[config.mk]
export PLATFORM = sky130hd
export DESIGN_NAME = bms_bank
export DESIGN_NICKNAME = d
export VERILOG_FILES = /design/src/rtl/bms_pkg.sv /design/src/rtl/bms_bank.sv
export SDC_FILE = /design/constraint.sdc
export NUM_CORES = 2
export LEC_CHECK = 0
export ABC_CLOCK_PERIOD_IN_PS = 15900
export BUFFER_PORTS_ARGS = -buffer_cell sky130_fd_sc_hd__buf_2
export CORE_UTILIZATION = 45
export DETAILED_ROUTE_END_ITERATION = 16
export MAX_ROUTING_LAYER = met4
export SYNTH_ARGS = -nofsm -noshare
export SYNTH_HDL_FRONTEND = slang
export SYNTH_SLANG_ARGS = --single-unit
[constraint.sdc]
create_clock -name clk -period 15.9 [get_ports clk]
set_input_delay 2.385 -clock clk [delete_from_list [all_inputs] [get_ports clk]]
set_output_delay 2.385 -clock clk [all_outputs]
set_load 0.01 [all_outputs]
[src/rtl/bms_pkg.sv]
package bms_pkg;

  // default store depth and data word width
  localparam int MAX_ITEMS_DEF = 64;
  localparam int DATA_W        = 64;

  // merge engine status seen by the top level
  typedef struct packed {
    logic done;      // one-cycle pulse, sort finished
    logic res_bank;  // bank that holds the sorted set
  } merge_stat_t;

endpackage

[src/rtl/bms_bank.sv]
module bms_bank #(
  parameter int DEPTH = bms_pkg::MAX_ITEMS_DEF,
  parameter int AW    = 6
) (
  input  logic                      clk,
  input  logic                      wr_en,
  input  logic [AW-1:0]             wr_addr,
  input  logic [bms_pkg::DATA_W-1:0] wr_data,
  input  logic [AW-1:0]             rd_addr_a,
  input  logic [AW-1:0]             rd_addr_b,
  output logic [bms_pkg::DATA_W-1:0] rd_data_a,
  output logic [bms_pkg::DATA_W-1:0] rd_data_b
);

  logic [bms_pkg::DATA_W-1:0] mem_r [DEPTH];
  logic [bms_pkg::DATA_W-1:0] rd_a_r;
  logic [bms_pkg::DATA_W-1:0] rd_b_r;

  // one write port, two registered read ports
  always_ff @(posedge clk) begin
    if (wr_en) begin
      mem_r[wr_addr] <= wr_data;
    end
    rd_a_r <= mem_r[rd_addr_a];
    rd_b_r <= mem_r[rd_addr_b];
  end

  assign rd_data_a = rd_a_r;
  assign rd_data_b = rd_b_r;

endmodule

==> run_results.csv <==
group,metric,value,unit
status,status,"complete, but fails checks",
status,violations,"capacitance limit, slew limit",
global_routing,grt_start_max_net_pins,112,
worst_setup_path,arrival,7620,ps
worst_setup_path,path_delay_family,"buffers and inverters",
sta,drv_slew,17,
cells_and_area,drive_gt1_share,36.0,%
synthesis,synth-edff-count,4096,
sta,setup_viol,0,
synthesis,synthFlopType,"edfxtp_1",
hold_path,min_path_type,"flop to flop",
sta,fmax,149,MHz
drt,vias,112000,
worst_setup_path,slowest_delay,850,ps
worst_setup_path,cp-end-kind,"flop",
synthesis,ys_types,42,
sta,hold-worst-slack,856,ps
cells_and_area,finish.instance_area,211000,µm²
die,row_count,236,
clocking,cts_made_buffers,451,
synthesis,synthSimpleGateAreaFrac,1.08,%
run,cap_violations,1,
placed_design,place_ws,8260,ps
placed_design,dp_cells,14100,
worst_setup_path,required,16820,ps
cells_and_area,mostFrequentLayoutCell,"edfxtp_1",
drt,drtAntennaViolNets,0,
global_routing,grtUsageTotal,34.6,%
cells_and_area,synthToLayoutAreaGrowth,12.4,%
die,core-area,414000,µm²
sta,rsz0062_at_grt,"no",
pwr,swShare,23.6,%
clocking,cts_sinks,4224,
synthesis,synthAdderAreaFrac,0,%
drt,drc,0,
pwr,seq_power_share,49.3,%
sta,worst_pin_slew,1520,ps
synthesis,ys_seq_area_share,66.9,%
sta,fin_tns_setup,0,ps
sta,hold_viol,0,
die,dieArea,420000,µm²
synthesis,synth_compound_area_share,4.80,%
drt,avgViaCountPerCell,7.37,
pwr,peakVddDrop,0.000101,V
pwr,power_density,120,nW/µm²
worst_setup_path,slowest_stage,"buf_4",
pwr,pwr-share-comb,7.8,%
sta,slew_headroom,-1.83,%
synthesis,synth_nets,8925,
clocking,h-tree-depth,5,
worst_setup_path,start_kind,"input port",
synthesis,syn_inst,8841,
global_routing,antenna_found_initial,85,
drt,avgRoutedWirePerCell,46.8,µm
worst_setup_path,cp_cell_sequence,"buf_8 > buf_4 > buf_4 > buf_4 > buf_4 > mux4_2 > mux2i_1 > a211oi_1 > a21oi_1 > a221oi_1",
clocking,cts_max_path_buffers,4,
sta,setup_slack,9200,ps
sta,timing.final.crit_share,42.1,%
die,initial_core_util,45.3,%
clocking,clk_pin_slew,60,ps
clocking,post_cts_resized,0,
drt,routed_wl,711000,µm
clocking,hold_buffers,0,
synthesis,synthMuxAreaShare,25.2,%
die,ioPinCount,212,
sta,finClkSkew,60.3,ps
pwr,p_switching,5.96,mW
cells_and_area,nets,9197,
placed_design,port_buffers,211,
placed_design,globalplace.congestion,0.877,
worst_setup_path,worst-path-buf-inv,5,
drt,first_pass_iters,6,
worst_setup_path,critPathKind,"input port to flop",
pwr,total_leakage_power,65.0,nW
clocking,clk_latency,1030,ps
pwr,intPower,19.3,mW
pwr,clock_power_share,42.9,%
synthesis,synth_top_family_by_area,"multiplexers",
die,die_x,648,µm
synthesis,synth-xor-area-share,0,%
die,dieHeight,648,µm
worst_setup_path,cp_max_fo,52,
synthesis,syn_area_per_cell,21.2,µm²
drt,drt_iter0_drc,19300,
synthesis,syn_area,188000,µm²
synthesis,synthArstFlopShare,0,%
cells_and_area,instances_no_fill,15200,
sta,min_period,6700,ps
synthesis,synth-seq-cells,4224,
placed_design,place_area,195000,µm²
synthesis,ys_warn_count,0,
clocking,tritoncts,"yes",
global_routing,grt_pass1_vias,111000,
placed_design,dpl.hpwl,401000,µm
global_routing,grt_pass1_wl,956000,µm
cells_and_area,final_cell_mix,"4096 x edfxtp_1, 2016 x mux4_2, 533 x o22ai_1, 458 x clkbuf_16, 341 x buf_4",
global_routing,overflow,0,
worst_setup_path,cp_common_cell,"buf_4",
clocking,post-cts-setup-buffer-count,0,
clocking,cts_root_buffer,"clkbuf_16",
stage by stage:
step / power [mW] / util [%]
finish: 25.3 / 51.0
global route: 25.8 / 51.0
CTS: 25.3 / 50.8
detailed placement: 14.6 / 47.2
global placement: 14.6 / 47.2
floorplan: 13.7 / -
cells in the mapped netlist (8+ instances only):
library cell	number	area, µm²
o21ai_1	8	40.0
a211oi_1	79	593
a221oi_2	19	285
a31oi_1	14	87.6
nand3_1	18	90.1
buf_6	30	338
buf_4	140	1050
a311oi_1	13	114
nor3_1	63	315
nand4_1	8	50.1
a21oi_1	128	641
mux2i_1	177	1770
edfxtp_1	4096	123000
buf_2	242	1210
a22oi_1	37	278
dfxtp_1	128	2560
nor4_1	55	344
mux2_2	16	180
o22a_1	51	447
a2111oi_0	12	105
a221oi_1	134	1170
o22ai_1	533	3330
mux4_2	2016	45400
nand2_1	39	146
nor2_1	164	616
clkbuf_1	296	1110
buf_1	33	124
a22o_1	136	1190
nand2b_1	18	113
nor2b_1	30	188
o221ai_1	73	639
power groups by stage:
stage	combinational, mW	clock, mW	sequential [mW]
final	1.97	10.8	12.5
after CTS	1.95	10.9	12.5
after floorplan	1.12	0	12.6
after global routing	2.03	11.3	12.5
after detailed placement	1.95	0	12.7
after global placement	1.93	0	12.7
final timing paths:
path	slack, ps	from	to	cells past startpoint
worst max-delay path	9200	rd_addr_a[1]	rd_data_a[2]$_DFF_P_	10
worst min-delay path	860	mem_r[51][55]$_DFFE_PP_	rd_data_b[55]$_DFF_P_	4
worst max register to register	13460	mem_r[11][42]$_DFFE_PP_	rd_data_a[42]$_DFF_P_	4
worst min register to register	860	mem_r[51][55]$_DFFE_PP_	rd_data_b[55]$_DFF_P_	4
registers in the layout (all words and copies together) (netlist names):
name       flops
mem_r       4096
rd_data_a     64
rd_data_b     64
final cells by class:
type                       count  area [µm²]
multi-input combinational   3874       59200
inverter                       1        6.26
clock inverter               277        2990
fill                       32500      203000
tap                         5474        6850
sequential                  4224      126000
clock buffer                 570       12100
timing repair buffer         561        3900
antenna                      202         505
per-layer routing:
layer	global-route usage [%]	share of wire, %	vias to the layer above
li1	-	-	40400
met1	45.1	35	60600
met2	50.4	45	9256
met3	8.67	13	1727
met4	18.5	6.3	0
met5	-	0	-
cell families (layout without fill, tap and decap cells):
group                  count (synthesis)  count (layout)
flip-flops                          4224            4224
AND/OR/NAND/NOR                      418             418
multiplexers                        2209            2209
buffers and inverters                743            1409
AO/OA/AOI/OAI                       1247            1247
other                                  0             202
worst reg2reg max path, stage by stage (launching register included):
cell	delay, ps
edfxtp_1	370
mux4_2	480
a22o_1	250
a221oi_1	1040
a221oi_2	180
No activity file was read; power rests on OpenSTA's default activity.
