`src/rtl/bms_pkg.sv`:
```
package bms_pkg;

  // default store depth and data word width
  localparam int MAX_ITEMS_DEF = 64;
  localparam int DATA_W        = 64;

  // merge engine status seen by the top level
  typedef struct packed {
    logic done;      // one-cycle pulse, sort finished
    logic res_bank;  // bank that holds the sorted set
  } merge_stat_t;

endpackage

```
`src/rtl/bms_merge.sv`:
```
module bms_merge #(
  parameter int AW        = 6,
  parameter int CW        = 7
) (
  input  logic                       clk,
  input  logic                       rst_n,
  input  logic                       start,
  input  logic [CW-1:0]              n,
  output logic [AW-1:0]              rd_addr_a,
  output logic [AW-1:0]              rd_addr_b,
  input  logic [bms_pkg::DATA_W-1:0] b0_rd_a,
  input  logic [bms_pkg::DATA_W-1:0] b0_rd_b,
  input  logic [bms_pkg::DATA_W-1:0] b1_rd_a,
  input  logic [bms_pkg::DATA_W-1:0] b1_rd_b,
  output logic                       wr_en0,
  output logic                       wr_en1,
  output logic [AW-1:0]              wr_addr,
  output logic [bms_pkg::DATA_W-1:0] wr_data,
  output bms_pkg::merge_stat_t       stat
);

  // run start plus doubled width stays below three times the set size
  localparam int SW = CW + 2;

  typedef enum logic [1:0] {M_IDLE, M_INIT, M_RD, M_CMP} mstate_t;

  mstate_t       state_r;
  logic          done_r;
  logic          src_r;
  logic [SW-1:0] w_r;
  logic [SW-1:0] s_r;
  logic [CW-1:0] n_r;
  logic [CW-1:0] p_r;
  logic [CW-1:0] q_r;
  logic [CW-1:0] k_r;
  logic [CW-1:0] mid_r;
  logic [CW-1:0] hi_r;

  logic [bms_pkg::DATA_W-1:0] head_l;
  logic [bms_pkg::DATA_W-1:0] head_r;
  logic          left_ok;
  logic          right_ok;
  logic          take_right;
  logic [SW-1:0] n_ext;
  logic [SW-1:0] s_w;
  logic [SW-1:0] s_2w;
  logic [SW-1:0] w_2;
  logic [CW-1:0] mid_c;
  logic [CW-1:0] hi_c;
  logic          run_end;

  // heads of the left and right runs from the source bank
  assign head_l = src_r ? b1_rd_a : b0_rd_a;
  assign head_r = src_r ? b1_rd_b : b0_rd_b;

  assign left_ok  = (p_r < mid_r);
  assign right_ok = (q_r < hi_r);
  // left run wins ties, keeps the sort stable
  assign take_right = right_ok && (!left_ok || ($signed(head_l) > $signed(head_r)));

  assign n_ext = SW'(n_r);
  assign w_2   = w_r << 1;
  assign s_w   = s_r + w_r;
  assign s_2w  = s_r + w_2;
  assign mid_c = (s_w < n_ext) ? s_w[CW-1:0] : n_r;
  assign hi_c  = (s_2w < n_ext) ? s_2w[CW-1:0] : n_r;
  assign run_end = ((k_r + CW'(1)) == hi_r);

  assign rd_addr_a = left_ok  ? p_r[AW-1:0] : '0;
  assign rd_addr_b = right_ok ? q_r[AW-1:0] : '0;

  assign wr_data = take_right ? head_r : head_l;
  assign wr_addr = k_r[AW-1:0];
  assign wr_en0  = (state_r == M_CMP) && src_r;
  assign wr_en1  = (state_r == M_CMP) && !src_r;

  assign stat.done     = done_r;
  assign stat.res_bank = src_r;

  always_ff @(posedge clk) begin
    if (!rst_n) begin
      state_r <= M_IDLE;
      done_r  <= 1'b0;
    end else begin
      done_r <= 1'b0;
      case (state_r)
        M_IDLE: begin
          if (start) begin
            n_r   <= n;
            w_r   <= SW'(1);
            s_r   <= '0;
            src_r <= 1'b0;
            if (n < CW'(2)) begin
              done_r <= 1'b1;
            end else begin
              state_r <= M_INIT;
            end
          end
        end
        M_INIT: begin
          mid_r   <= mid_c;
          hi_r    <= hi_c;
          p_r     <= s_r[CW-1:0];
          q_r     <= mid_c;
          k_r     <= s_r[CW-1:0];
          state_r <= M_RD;
        end
        M_RD: begin
          state_r <= M_CMP;
        end
        M_CMP: begin
          k_r <= k_r + CW'(1);
          if (take_right) begin
            q_r <= q_r + CW'(1);
          end else begin
            p_r <= p_r + CW'(1);
          end
          if (run_end) begin
            if (s_2w >= n_ext) begin
              // pass finished, swap banks and double the run width
              src_r <= !src_r;
              s_r   <= '0;
              w_r   <= w_2;
              if (w_2 >= n_ext) begin
                done_r  <= 1'b1;
                state_r <= M_IDLE;
              end else begin
                state_r <= M_INIT;
              end
            end else begin
              s_r     <= s_2w;
              state_r <= M_INIT;
            end
          end else begin
            state_r <= M_RD;
          end
        end
        default: begin
          state_r <= M_IDLE;
        end
      endcase
    end
  end

endmodule

```
`config.mk`:
```
export PLATFORM = sky130hd
export DESIGN_NAME = bms_merge
export DESIGN_NICKNAME = d
export VERILOG_FILES = /design/src/rtl/bms_pkg.sv /design/src/rtl/bms_merge.sv
export SDC_FILE = /design/constraint.sdc
export NUM_CORES = 1
export LEC_CHECK = 0
export ABC_AREA = 1
export BUFFER_PORTS_ARGS = -buffer_cell sky130_fd_sc_hd__buf_2
export CAP_MARGIN = 20
export CORE_UTILIZATION = 28
export CTS_CLUSTER_DIAMETER = 30
export DETAILED_ROUTE_END_ITERATION = 12
export PLACE_DENSITY = 0.5
export REMOVE_ABC_BUFFERS = 1
export SYNTH_ARGS = -nofsm -noshare
export SYNTH_HDL_FRONTEND = slang
export SYNTH_SLANG_ARGS = --single-unit
```
`constraint.sdc`:
```
create_clock -name clk -period 4.6 [get_ports clk]
set_input_delay 0 -clock clk [delete_from_list [all_inputs] [get_ports clk]]
set_output_delay 0 -clock clk [all_outputs]
set_load 0.1 [all_outputs]
```
==> results.yml, run 1 <==
timing:
  worst_pin_slew_ps: 948
  hold_viol: 0
  finalSetupTns_ps: 0
  timing.fmax_ghz: 0.243
  fin_worst_skew_ps: 7.35
  period_share_pct: 89.4
  fin_crit_ps: 4110
  slew_violations: 0
  rsz0062_at_grt: "false"
  slew_headroom_pct: 36.7
  setup_viol: 0
routing:
  met2_length_um: 16900
  dr_wl_met3_um: 1630
  drt_iter0_drc: 404
  wl_per_cell_um: 17.9
  num_vias: 8755
  routed_wl_um: 33100
  routed_via_density: 4.75
  top_layer_used: "met5"
  ant_nets: 0
  wl_met1_um: 13600
  drc: 0
  first_pass_iters: 5
synthesis:
  syn_inst: 1109
  avgSynthCellArea_um2: 7.81
  ys_async_sr_fraction_pct: 0
  synth_top_area_share_pct: 21.2
  ys_warn_count: 0
  synth_edf_count: 61
  synth_most_common_cell: "nand2_1"
  netlist_area_um2: 8660
  synth_area_leaders: "edfxtp_1, ha_1, nand2_1"
  ys.flop_type: "edfxtp_1"
  synth_top_cell_by_area: "edfxtp_1"
  ys_types: 46
  synthTopCellsByCount: "nand2_1, ha_1, inv_1, mux2_2, nand3b_1"
  yosysSeqAreaShare_pct: 21.8
  ys_ff_latch: 64
global_routing:
  grt_pass1_wl_um: 48100
  antenna_found_initial: 11
  grt.total_usage_pct: 20.5
  grt_pass1_vias: 8451
  grt_overflow: 0
  grt_max_degree: 75
final_layout:
  syn2layout_area_growth_pct: 39.0
  fin_nets: 1822
  drive_gt1_share_pct: 32.0
  final_util_pct: 39.4
clock_network:
  tritoncts: "yes"
  cts_setup_buffers: 0
  cts_buffers: 9
  htree_num_levels: 3
  cts_num_sinks: 64
  clockBufferDepth: 2
  ctsResizeCount: 0
  cts-root-buf: "clkbuf_16"
  clkTransAtPathRegs_ps: 50
  clk_latency_ps: 330
worst_hold_path:
  whs_path_depth: 5
  hold_class: "in -> reg"
critical_path:
  worstSetupEndpointType: "output pin"
  path_class: "reg -> out"
  required_ps: 4600
  slowest_delay_ps: 450
  worstRegToRegCells: 15
  crit_slowest_cell: "edfxtp_1"
  crit_path_cell_trace: "buf_12, mux2_2, ha_1, nand2_1, nor2_1, nand2_1, nor3b_2, nand2_1, nand2_1, nand2_1, nand3_1, nand3_1, nand2_2, buf_4, nand3b_1, nand2_1, buf_12"
  worst-path-max-fanout: 74
  critPathArrivalTime_ps: 4110
  startpoint_type: "flop"
  critPathMostFrequentCell: "nand2_1"
floorplan:
  fp.dieH_um: 178
  die_width_um: 178
  start_util_pct: 28.4
  core-area_um2: 30500
  die_area_um2: 31600
  rows: 64
  io_pins: 352
run_status:
  status: "finished, final reports clean"
place:
  numPortBuffers: 351
  globalplace.congestion: 0.904
  dp_hpwl_um: 27900
power_and_ir_drop:
  ir_worst_vdd_v: 0.000246
  power_density_nw_per_um2: 639
  p_leak_nw: 6.21
job:
  max-cap-violations: 0
-- registers in the layout, summed over array words and instances (netlist names) --
signal	count
done_r	1
hi_r	7
k_r	7
mid_r	7
n_r	7
p_r	7
q_r	7
s_r	9
src_r	1
state_r	2
w_r	9
-- path summary, 6_finish.rpt --
kind,end,startpoint,slack [ps]
worst min register to register,state_r[1],state_r[0],540
worst max register to register,q_r[2],src_r,800
worst max-delay path,wr_data[60],src_r,490
worst min-delay path,done_r,start,20
-- worst max-delay path: cells and delay by family (launching register included) --
family / cells / cell delay [ps]
simple gates: 12 / 1570
buf+inv: 3 / 900
flops: 1 / 450
mux: 1 / 420
fa+ha+maj: 1 / 300
-- power by group --
group / internal (mW) / total, mW / leakage [nW] / switching (mW)
registers: 0.787 / 0.878 / 0.591 / 0.0910
clock network: 0.355 / 0.591 / 0.123 / 0.236
logic: 2.00 / 6.22 / 5.49 / 4.22
-- layer usage --
layer  up-vias  global-route usage, %
met5         -                      0
met4         6                   8.16
met3        46                   2.96
met2       255                   37.3
met1      4007                   23.9
li1       4441                      -
-- stage by stage --
step / area, um^2 / cells / hold slack [ps] / total power [mW] / setup WS [ps]
after floorplan: 8350 / 1058 / 98.9 / 4.98 / -3720
after global placement: 11700 / 1814 / 177 / 7.11 / 814
after detailed placement: 11700 / 1814 / 179 / 7.14 / 773
after CTS: 12000 / 1837 / 14.0 / 7.75 / 440
after global routing: 12000 / 1843 / 77.3 / 8.09 / 214
final: 12000 / 1844 / 20.8 / 7.69 / 485
-- placed cells by master (no fill, tap or decap), types with 3 or more instances in the layout --
| master | synthesis | layout |
|---|---|---|
| nand2_2 | 10 | 10 |
| dlygate4sd3_1 | 0 | 8 |
| o21a_1 | 3 | 3 |
| xor2_1 | 19 | 19 |
| mux2i_1 | 63 | 63 |
| inv_2 | 3 | 3 |
| and2_1 | 7 | 7 |
| dfxtp_1 | 3 | 3 |
| ha_1 | 117 | 117 |
| buf_4 | 13 | 6 |
| clkbuf_16 | 0 | 9 |
| nand3b_1 | 64 | 64 |
| a21oi_1 | 58 | 58 |
| mux2_2 | 64 | 64 |
| nand4_1 | 17 | 17 |
| inv_1 | 105 | 105 |
| o21ai_0 | 38 | 38 |
| buf_2 | 11 | 287 |
| a21o_1 | 6 | 6 |
| edfxtp_1 | 61 | 61 |
| nor3_2 | 3 | 3 |
| nor3_1 | 5 | 5 |
| xnor2_1 | 5 | 5 |
| nand3_1 | 39 | 39 |
| buf_12 | 0 | 67 |
| diode_2 | 0 | 7 |
| nand2_1 | 286 | 286 |
| nor2_1 | 57 | 57 |
-- cells by family (layout without fill, tap and decap cells) --
family,Yosys count,in the layout,synth area share (%)
other cells,1,9,0.0433
fa+ha+maj,119,119,17.4
compound gates,115,115,7.31
mux,127,127,15.6
flops,64,64,21.8
xor+xnor,25,25,2.62
buf+inv,160,491,8.27
simple gates,498,498,26.9
-- final cells by class --
cell class                 count  area [um^2]
fill                        3136        18500
multi-input combinational    886         6070
timing repair buffer         368         2900
sequential                    64         1890
tap                          396          495
inverter                     108          405
clock buffer                  10          229
clock inverter                 5         25.0
antenna                        7         17.5
-- timing repair --
item | 4_1_cts | 5_1_grt
hold buffers | 8 | 0
endpoints found under the hold margin | 10 | 0
endpoints found under the setup margin | 0 | 0
No activity file was read; power rests on OpenSTA's default activity.
==> run 2: changes to the inputs <==
Settings changed: ABC_AREA 1 to default, BUFFER_PORTS_ARGS -buffer_cell sky130_fd_sc_hd__buf_2 to -buffer_cell sky130_fd_sc_hd__buf_4, PLACE_DENSITY 0.5 to 0.51.
==> results.yml, run 2 <==
run_status:
  status: "finished, final reports clean"
place:
  place_area_um2: 11200
  placed_cells: 1562
  numPortBuffers: 351
  globalplace.congestion: 0.869
  dp_hpwl_um: 27500
final_layout:
  stdcell_area_um2: 12400
  multi_input_area_um2: 5860
  finalNonFillerCells: 1600
  register_area_um2: 1890
  syn2layout_area_growth_pct: 53.4
  top_regs: "s_r x9, w_r x9"
  mostFrequentLayoutCell: "buf_4"
  final_util_pct: 44.1
  layout_common_cells: "buf_4, mux2i_1, ha_1, inv_1, edfxtp_1"
  drive_gt1_share_pct: 38.7
  nFillCells: 2764
  fin_nets: 1600
critical_path:
  rrSetupSlack_ps: 300
  worstRegToRegCells: 16
  r2r-start: "src_r"
  critPathMostFrequentCell: "buf_12"
  startpoint_type: "flop"
  worstSetupEndpointType: "output pin"
  critPathArrivalTime_ps: 4490
  r2r_end: "q_r[3]"
  crit_family: "compound AO/OA/AOI/OAI gates"
  worst-path-max-fanout: 20
  slowest_delay_ps: 420
  path_class: "reg -> out"
  required_ps: 4600
  crit_slowest_cell: "edfxtp_1"
  path_buf_inv: 7
  crit_path_cell_trace: "buf_12, buf_4, buf_8, mux2i_4, inv_1, ha_1, nand4_1, nor2_1, a221oi_2, o2111ai_1, a311o_1, o211a_1, o31ai_4, buf_12, buf_12, mux2i_1, buf_6"
synthesis:
  synth_top_cell_by_area: "mux2i_1"
  yosysSeqAreaShare_pct: 23.5
  synth_most_common_cell: "mux2i_1"
  ys_types: 56
  ys.flop_type: "edfxtp_1"
  synth_top_area_share_pct: 24.0
  syn_inst: 842
  ys_warn_count: 0
  synth_edf_count: 61
  synthTopCellsByCount: "mux2i_1, ha_1, inv_1, edfxtp_1, a21oi_1"
  ys_async_sr_fraction_pct: 0
  avgSynthCellArea_um2: 9.57
  synth_area_leaders: "mux2i_1, edfxtp_1, ha_1"
  netlist_area_um2: 8060
  ys_ff_latch: 64
global_routing:
  grt_pass1_vias: 7555
  grt_max_degree: 32
  grt_overflow: 0
  use_met1_pct: 26.7
  grt_pass1_wl_um: 46100
  grt.total_usage_pct: 21.4
  grt-busiest-layer: "met2"
  grt_use_met2_pct: 38.3
  antenna_found_initial: 2
  grt_use_met3_pct: 2.00
floorplan:
  fp.dieH_um: 172
  io_pins: 352
  start_util_pct: 28.8
  die_width_um: 172
  rows: 61
  core-area_um2: 28000
  die_area_um2: 29500
routing:
  drc: 0
  routed_wl_um: 33200
  wl_per_cell_um: 20.8
  num_vias: 7804
  drt_iter0_drc: 268
  ant_nets: 0
  first_pass_iters: 5
  routed_via_density: 4.88
power_and_ir_drop:
  p_switching_mw: 4.56
  intPower_mw: 3.41
  power.share.combinational_pct: 77.9
  ir_worst_vdd_v: 0.000480
  p_leak_nw: 6.13
  power_density_nw_per_um2: 646
  pwr-share-seq_pct: 11.9
  p_sw_share_pct: 57.2
  pwr-share-clk_pct: 10.2
timing:
  hold_viol: 0
  finalSetupTns_ps: 0
  slew_headroom_pct: 47.4
  slew_violations: 0
  rsz0062_at_grt: "true"
  period_share_pct: 97.7
  worst_pin_slew_ps: 790
  timing.fmax_ghz: 0.223
  fin_worst_skew_ps: 6.31
  fin_crit_ps: 4490
  setup_viol: 0
clock_network:
  cts-root-buf: "clkbuf_16"
  clockBufferDepth: 2
  tritoncts: "yes"
  clk_latency_ps: 340
  clkTransAtPathRegs_ps: 60
  htree_num_levels: 3
  cts_buffers: 9
  cts_num_sinks: 64
worst_hold_path:
  whs_path_depth: 4
  min_from: "start"
  min_to: "done_r"
  hold_class: "in -> reg"
job:
  max-cap-violations: 0
==> run 2: changes by cell type after synthesis, moves of 13 or more <==
cell	change
and2_1	+16
inv_1	-13
mux2_2	-44
mux2i_1	+130
nand2_1	-254
nand3_1	-23
nand3b_1	-63
nor2_1	-30
o21ai_0	-25
xnor2_1	+17
==> run 2: routing by layer <==
| metal | routed length, um | vias up |
|---|---|---|
| met5 | 0 | - |
| met4 | 710 | 0 |
| met3 | 1790 | 30 |
| met2 | 16900 | 259 |
| met1 | 13800 | 3685 |
| li1 | - | 3830 |
==> run 2: cell families after synthesis <==
group	synth area share, %
AO/OA/AOI/OAI	10.0
XOR/XNOR	3.81
adder cells (fa/ha/maj)	18.7
buffers and inverters	6.96
flip-flops	23.5
multiplexers	26.8
other	0.0466
AND/OR/NAND/NOR	10.2
==> run 2: layout make-up <==
cell class | count | area share [%]
clock buffers | 10 | 1.93
repair buffers | 397 | 27.7
multi-input cells | 650 | 47.4
well taps | 378 | 3.83
flip-flops and latches | 64 | 15.3
clock inverters | 6 | 0.932
diodes | 2 | 0.0405
inverters | 93 | 2.83
==> run 2: repair_timing <==
action	4_1_cts	5_1_grt
cloned	5	0
pin swaps	1	4
hold buffers	8	0
setup buffers	3	4
gates resized for setup	16	96
setup endpoints to repair	64	64
hold endpoints to repair	10	0
==> run 2: stage by stage <==
stage | hold WS, ps | setup WS, ps | total power, mW
after floorplan | 98.9 | -6380 | 5.32
after global placement | 179 | 54.2 | 6.62
after detailed placement | 179 | 24.1 | 6.63
after CTS | 47.5 | 0.337 | 7.73
after global routing | 75.4 | -63.4 | 8.34
final | 59.7 | 107 | 7.97
==> run 2: worst max path at each step <==
stage                  endpoint  cells after the start  start  slack [ps]
floorplan            wr_data[0]                      9  src_r       -6380
global placement     wr_data[9]                     16  src_r          50
detailed placement   wr_data[9]                     16  src_r          20
CTS                  wr_data[9]                     17  src_r         0.3
global route        wr_data[36]                     17  src_r         -60
finish              wr_data[56]                     17  src_r         110
==> run 2: power by group through the flow <==
stage | clock (mW) | sequential (mW) | combinational, mW
final | 0.817 | 0.947 | 6.21
after floorplan | 0 | 1.08 | 4.24
after global placement | 0 | 0.958 | 5.66
after CTS | 0.827 | 0.949 | 5.95
after global routing | 0.854 | 0.964 | 6.52
after detailed placement | 0 | 0.960 | 5.67
==> run 2: worst register-to-register path: stages (launching register included) <==
cell and delay, ps:
edfxtp_1 420, buf_12 170, buf_4 180, buf_8 160, mux2i_4 270, inv_1 70, ha_1 310, nand4_1 220
or4_1 580, nor3_1 220, a311o_1 210, o211a_1 230, o31ai_4 90, buf_12 190, bufbuf_16 300, a21boi_0 200
buf_4 210
